<file path="src/hdl/quantized_global_average_pool_core_defines.svh">
// Assertion macros shared by the pooling core modules.
// Each macro expects clk and rst_n in scope; no other dependencies.
`ifndef QUANTIZED_GLOBAL_AVERAGE_POOL_CORE_DEFINES_SVH
`define QUANTIZED_GLOBAL_AVERAGE_POOL_CORE_DEFINES_SVH

// Same-cycle implication
`define QGAP_ASSERT(label, ante, cons, msg) \
    label: assert property (@(posedge clk) disable iff (!rst_n) (ante) |-> (cons)) \
        else $error(msg);

// Next-cycle implication
`define QGAP_ASSERT_NEXT(label, ante, cons, msg) \
    label: assert property (@(posedge clk) disable iff (!rst_n) (ante) |=> (cons)) \
        else $error(msg);

`endif

</file>
<file path="src/hdl/qgap_pkg.sv">
// Shared constants, register codes and structs of the pooling core.
// No dependencies; imported by every module of the block.
package qgap_pkg;

    localparam int MAX_CHANNELS = 256;
    localparam int ADDR_W       = (MAX_CHANNELS > 1) ? $clog2(MAX_CHANNELS) : 1;

    // Queue between accumulate front and requantize back
    localparam int Q_DEPTH = 4;
    localparam int Q_PTR_W = (Q_DEPTH > 1) ? $clog2(Q_DEPTH) : 1;
    localparam int Q_CNT_W = $clog2(Q_DEPTH + 1);

    // Configuration register indexes
    typedef enum logic [2:0] {
        REG_BIAS             = 3'd0,
        REG_SCALE_MULTIPLIER = 3'd1,
        REG_ROUNDING_TERM    = 3'd2,
        REG_SHIFT_AMOUNT     = 3'd3,
        REG_CLAMP_LOW        = 3'd4,
        REG_CLAMP_HIGH       = 3'd5,
        REG_ZERO_OFFSET      = 3'd6
    } qgap_reg_t;

    // Requantization settings used by the back end
    typedef struct packed {
        logic [30:0]        scale_multiplier;
        logic [62:0]        rounding_term;
        logic [5:0]         shift_amount;
        logic signed [8:0]  clamp_low;
        logic signed [8:0]  clamp_high;
        logic [7:0]         zero_offset;
    } qgap_cfg_t;

    // One finished channel sum waiting for requantization
    typedef struct packed {
        logic [7:0]  channel;
        logic [31:0] acc;
    } qgap_entry_t;

    // Queue status seen by both sides
    typedef struct packed {
        logic               not_empty;
        logic [Q_CNT_W-1:0] level;
    } qgap_qstat_t;

endpackage

</file>
<file path="src/hdl/qgap_fifo.sv">
// Short word queue decoupling the accumulate front from the requantize back.
// Depends on qgap_pkg and the assertion macro header.
`include "quantized_global_average_pool_core_defines.svh"

module qgap_fifo
    import qgap_pkg::*;
(
    input  logic        clk,
    input  logic        rst_n,
    input  logic        push,
    input  qgap_entry_t push_entry,
    input  logic        pop,
    output qgap_entry_t head_entry,
    output qgap_qstat_t status
);

    qgap_entry_t        slots_reg [Q_DEPTH];
    logic [Q_PTR_W-1:0] wr_ptr_reg;
    logic [Q_PTR_W-1:0] rd_ptr_reg;
    logic [Q_CNT_W-1:0] count_reg;
    logic [Q_PTR_W-1:0] wr_ptr_next;
    logic [Q_PTR_W-1:0] rd_ptr_next;
    logic [Q_CNT_W-1:0] count_next;

    // Pointer wrap and occupancy
    always_comb
    begin
        wr_ptr_next = wr_ptr_reg;
        rd_ptr_next = rd_ptr_reg;
        count_next  = count_reg;
        if (push)
        begin
            wr_ptr_next = (32'(wr_ptr_reg) == Q_DEPTH - 1) ? '0 : wr_ptr_reg + 1'b1;
        end
        if (pop)
        begin
            rd_ptr_next = (32'(rd_ptr_reg) == Q_DEPTH - 1) ? '0 : rd_ptr_reg + 1'b1;
        end
        if (push && !pop)
        begin
            count_next = count_reg + 1'b1;
        end
        else if (pop && !push)
        begin
            count_next = count_reg - 1'b1;
        end
    end

    always_ff @(posedge clk or negedge rst_n)
    begin
        if (!rst_n)
        begin
            wr_ptr_reg <= '0;
            rd_ptr_reg <= '0;
            count_reg  <= '0;
        end
        else
        begin
            wr_ptr_reg <= wr_ptr_next;
            rd_ptr_reg <= rd_ptr_next;
            count_reg  <= count_next;
        end
    end

    // Storage, no reset
    always_ff @(posedge clk)
    begin
        if (push)
        begin
            slots_reg[wr_ptr_reg] <= push_entry;
        end
    end

    assign head_entry       = slots_reg[rd_ptr_reg];
    assign status.not_empty = (count_reg != '0);
    assign status.level     = count_reg;

    `QGAP_ASSERT(a_no_push_full, push && !pop, count_reg != Q_CNT_W'(Q_DEPTH), "push into full queue")
    `QGAP_ASSERT(a_no_pop_empty, pop, count_reg != '0, "pop from empty queue")
    `QGAP_ASSERT(a_count_range, 1'b1, count_reg <= Q_CNT_W'(Q_DEPTH), "queue count out of range")

endmodule

</file>
<file path="config.mk">
export PLATFORM = sky130hd
export DESIGN_NAME = qgap_fifo
export DESIGN_NICKNAME = d
export VERILOG_FILES = /design/src/hdl/qgap_pkg.sv /design/src/hdl/qgap_fifo.sv
export VERILOG_INCLUDE_DIRS = /design/src /design/src/hdl
export SDC_FILE = /design/constraint.sdc
export NUM_CORES = 1
export LEC_CHECK = 0
export BUFFER_PORTS_ARGS = -buffer_cell sky130_fd_sc_hd__buf_2
export CORE_MARGIN = 5
export CORE_UTILIZATION = 45
export CTS_CLUSTER_SIZE = 28
export DETAILED_ROUTE_END_ITERATION = 12
export PLACE_DENSITY_LB_ADDON = 0.05
export SYNTH_ARGS = -nofsm -noshare
export SYNTH_HDL_FRONTEND = slang
export SYNTH_SLANG_ARGS = --single-unit
</file>
<file path="constraint.sdc">
create_clock -name clk -period 2.1 [get_ports clk]
set_clock_uncertainty 0.15 [all_clocks]
set_input_delay 0.42 -clock clk [delete_from_list [all_inputs] [get_ports clk]]
set_output_delay 0.42 -clock clk [all_outputs]
set_load 0.03 [all_outputs]
</file>
Word-level counts from Yosys, hierarchy flattened
Memory sizes are Yosys's and may differ from the RTL's.
Cells that the tools add are included.
{ "word_totals": {"out_inout_bits": 44, "in_bits": 44, "reg_bits": 7, "memories": 1, "wordCells": 22, "ram_bits": 160} }
{ "mem_list": {"columns": ["name", "words", "word_bits", "read_ports", "rd_ports_with_merged_regs", "write_ports", "line_no", "rtl"], "rows": [
  ["slots_reg", 4, 40, 1, 0, 1, "qgap_fifo.sv:17", "qgap_entry_t slots_reg [Q_DEPTH];"]
]} }
{ "op_classes": {"muxes": 6, "eq_ne": 2, "reduce_logical": 6, "add_sub_neg": 4} }
{ "op_table": {"columns": ["operator", "count"], "rows": [
  ["$mux W3", 2],
  ["$add A2 B1 Y2 const B", 2],
  ["$eq A2 B2 Y1 const B", 2],
  ["$mux W2", 2],
  ["$add A3 B1 Y3 const B", 1],
  ["$reduce_bool A3 Y1", 1],
  ["$sub A3 B1 Y3 const B", 1],
  ["$logic_and A1 B1 Y1", 2],
  ["$logic_not A1 Y1", 2],
  ["$mux W1", 2],
  ["$reduce_bool A2 Y1", 1]
]} }

Depth between registers and ports, before layout
{ "depth": {"word_depth": 4, "mapped_depth": 7, "depth_no_buf": 7} }

Worst setup path before layout
No wires, ideal clock.
{ "synth_path": {"path_kind": "register -> register", "startpoint": "register wr_ptr_reg[0]", "endpoint": "memory slots_reg[0][0] (netlist name), enable pin", "path_stages_with_launch": 4, "n_path_buf": 0, "synth_period_minus_slack_ps": 2143, "required_time_ps": 1549, "setup_slack_ps": -43, "t_arrival_ps": 1592, "path_cell_list": "dfrtp_1 inv_1 ha_1 and2_1"} }
{ "synth_lines": {"columns": ["element", "line_no", "rtl"], "rows": [
  ["from (decl)", "qgap_fifo.sv:18", "logic [Q_PTR_W-1:0] wr_ptr_reg;"],
  ["from (signal assigned)", "qgap_fifo.sv:59", "wr_ptr_reg <= wr_ptr_next;"],
  ["to (decl)", "qgap_fifo.sv:17", null]
]} }
No word-level cell before the write port.

==> results.json <==
{
  "first_pass_iters": 4,
  "report.final.slew_viol_count": 0,
  "drt_iter0_drc": 217,
  "postLayoutSetupSlackWorst_ps": -265.2,
  "die_area_sq_mm": 0.01631,
  "clkPwrFrac_pct": 23.4,
  "synth-xor-area-share_pct": 0.4215,
  "whs_path_depth": 1,
  "cp-end-kind": "primary output",
  "power_density_mw_per_mm2": 1516,
  "place_hpwl_microns": 6984,
  "die_h_microns": 127.7,
  "period_minus_slack_ps": 2365,
  "grt_max_degree": 37,
  "port_buffers": 87,
  "synth_top_family_by_area": "multiplexers",
  "ys_seq_elements": 167,
  "synthMuxAreaShare_pct": 15.11,
  "die_w_microns": 127.7,
  "p_seq_share_pct": 37.9,
  "ioPinCount": 88,
  "synth-seq-area-share_pct": 79.89,
  "post-route-period-util_pct": 112.6,
  "synth_area_sq_mm": 0.006233,
  "slew_headroom_pct": 83.35,
  "antenna_found_initial": 0,
  "cts_inserted_buffers": 17,
  "fin_cells": 549,
  "synth_cell_types": 19,
  "cts.sinks": 167,
  "cts_tree": "built",
  "worst_slew_pin_slew_ps": 249.8,
  "path_class": "reg2out",
  "hold_slack_ps": 62.64,
  "hold_viol": 0,
  "clock-root-buffer": "clkbuf_16",
  "synth_fa_ha_area_share_pct": 1.525,
  "area_delta_synth_final_pct": 24.93,
  "violations": "negative setup slack",
  "cp_max_fo": 14,
  "drc_errors": 0,
  "drv_cap": 0,
  "crit_path_start_kind": "register",
  "p_int_mw": 8.020,
  "ir_drop_mv": 0.6707,
  "final_layout_size_suffix_gt1_share_pct": 47.15,
  "power.share.combinational_pct": 38.7,
  "routedWlPerCell_microns": 20.40,
  "place_inst": 515,
  "grt_pass1_wl_microns": 17370,
  "vias": 2806,
  "core_area_sq_mm": 0.01372,
  "wl_microns": 11200,
  "synthSimpleGateAreaFrac_pct": 0.8029,
  "diodes": 0,
  "clkLatencyLatePin_ps": 420,
  "swShare_pct": 32.08,
  "place_congestion": 0.6761,
  "gr-total-overflow": 0,
  "num-nets-final": 407,
  "worstPathRequired_ps": 1530,
  "fin_util_pct": 56.76,
  "total_power_mw": 11.81,
  "rsz0062_at_grt": "yes",
  "hold_path_class": "in2reg",
  "antenna_left": 0,
  "first_global_vias": 3081,
  "synth_compound_area_share_pct": 0.1606,
  "syn-num-nets": 297,
  "clockBufferDepth": 2,
  "vias_per_cell": 5.111,
  "yosys_warnings": 0,
  "outcome": "finished with violations",
  "grtUsageTotal_pct": 14.82,
  "power_leakage_nw": 2.715,
  "r2r.worst_path.cells": 4,
  "cts_max_level": 4,
  "arrival_ps": 1800,
  "syn_inst": 246,
  "largest_register_ff_count": 160,
  "num_rows": 43,
  "clk_pin_slew_ps": 60,
  "postSynthAreaPerCell_sq_um": 25.34,
  "initial_core_util_pct": 45.44,
  "setup_viol": 40,
  "p_switching_mw": 3.789,
  "fmax_ghz": 0.4228
}
metal layers:
metal	share of wire [%]	wire length (microns)	global-route usage, %	vias to the layer above
met5	0	0	0	-
li1	-	-	-	1258
met3	5.4	605	5.542	10
met1	42	4662	18.55	1465
met2	52	5800	23.75	73
met4	1.2	129	5.618	0
placed cells by master, fill, tap and decap left out, types with 3 or more instances in the layout:
cell type  instances
edfxtp_1         160
dfrtp_1            5
ha_1               6
mux2_2             3
clkinv_2           5
buf_4              3
clkinv_1           4
buf_6             40
inv_1              4
nor2_1             3
clkbuf_1           3
and2_2             4
mux4_2            40
clkbuf_16         17
buf_12            10
buf_2             47
worst max-delay path: stages, from the launching register on:
cell and delay [ps]:
dfrtp_4 500, buf_12 190, mux4_2 530, buf_6 160
synth_stat cells:
master	count	share of area (%)
ha_1	6	1.2
clkbuf_1	1	0.060
mux2_2	3	0.54
buf_6	1	0.18
mux4_1	2	0.84
buf_2	4	0.32
xnor2_1	1	0.14
edfxtp_1	160	77
or3_1	1	0.10
mux4_2	38	14
nand2_1	2	0.12
o21ai_0	2	0.16
inv_1	4	0.24
buf_12	4	1.3
xor2_1	2	0.28
and2_1	4	0.40
dfrtp_1	7	2.8
fa_1	1	0.32
nor2_1	3	0.18
final timing paths:
path,startpoint,end,slack (ps)
max in group asynchronous,rst_n,rd_ptr_reg[0],1390
setup reg to reg,wr_ptr_reg[0],slots_reg[2][30],430
hold / removal,push_entry[15],slots_reg[3][15],60
min in group asynchronous,rst_n,count_reg[1],220
hold reg to reg,count_reg[2],count_reg[2],350
setup / recovery,rd_ptr_reg[0],head_entry[18],-270
final cells by class:
| type | instances | area (sq um) |
|---|---|---|
| fillers | 1067 | 5932 |
| flip-flops and latches | 167 | 4985 |
| multi-input cells | 65 | 1121 |
| repair buffers | 101 | 918.4 |
| clock buffers | 20 | 436.7 |
| well taps | 180 | 225.2 |
| clock inverters | 12 | 86.33 |
| inverters | 4 | 15.01 |
power by group through the flow:
stage                     logic, mW  clock network, mW  registers (mW)
after CTS                      4.68               2.84            4.49
after detailed placement       3.95                  0            4.55
after global routing           4.84               3.00            4.52
after floorplan                2.82                  0            4.52
after global placement         3.95                  0            4.53
final                          4.57               2.76            4.48
through the flow:
stage / area, sq um / setup WS, ps / TNS (ps)
floorplan: 6237 / 36.89 / 0
global placement: 7004 / 134.0 / 0
detailed placement: 7004 / 120.4 / 0
CTS: 7787 / -313.1 / -11210
global route: 7787 / -342.0 / -12390
finish: 7787 / -265.2 / -9639
repair_timing:
| action | CTS | global route |
|---|---|---|
| setup endpoints to repair | 40 | 40 |
| resized for setup | 82 | 0 |
| setup buffers | 1 | 0 |
| hold buffers | 1 | 0 |
| hold endpoints to repair | 7 | 0 |
logic make-up (layout without fill, tap and decap cells):
family	Yosys count	count (layout)
flops	167	167
simple gates	10	10
compound gates	2	2
fa+ha+maj	7	7
xor+xnor	3	3
buf+inv	14	137
mux	43	43
(Power assumes the default switching activity.)
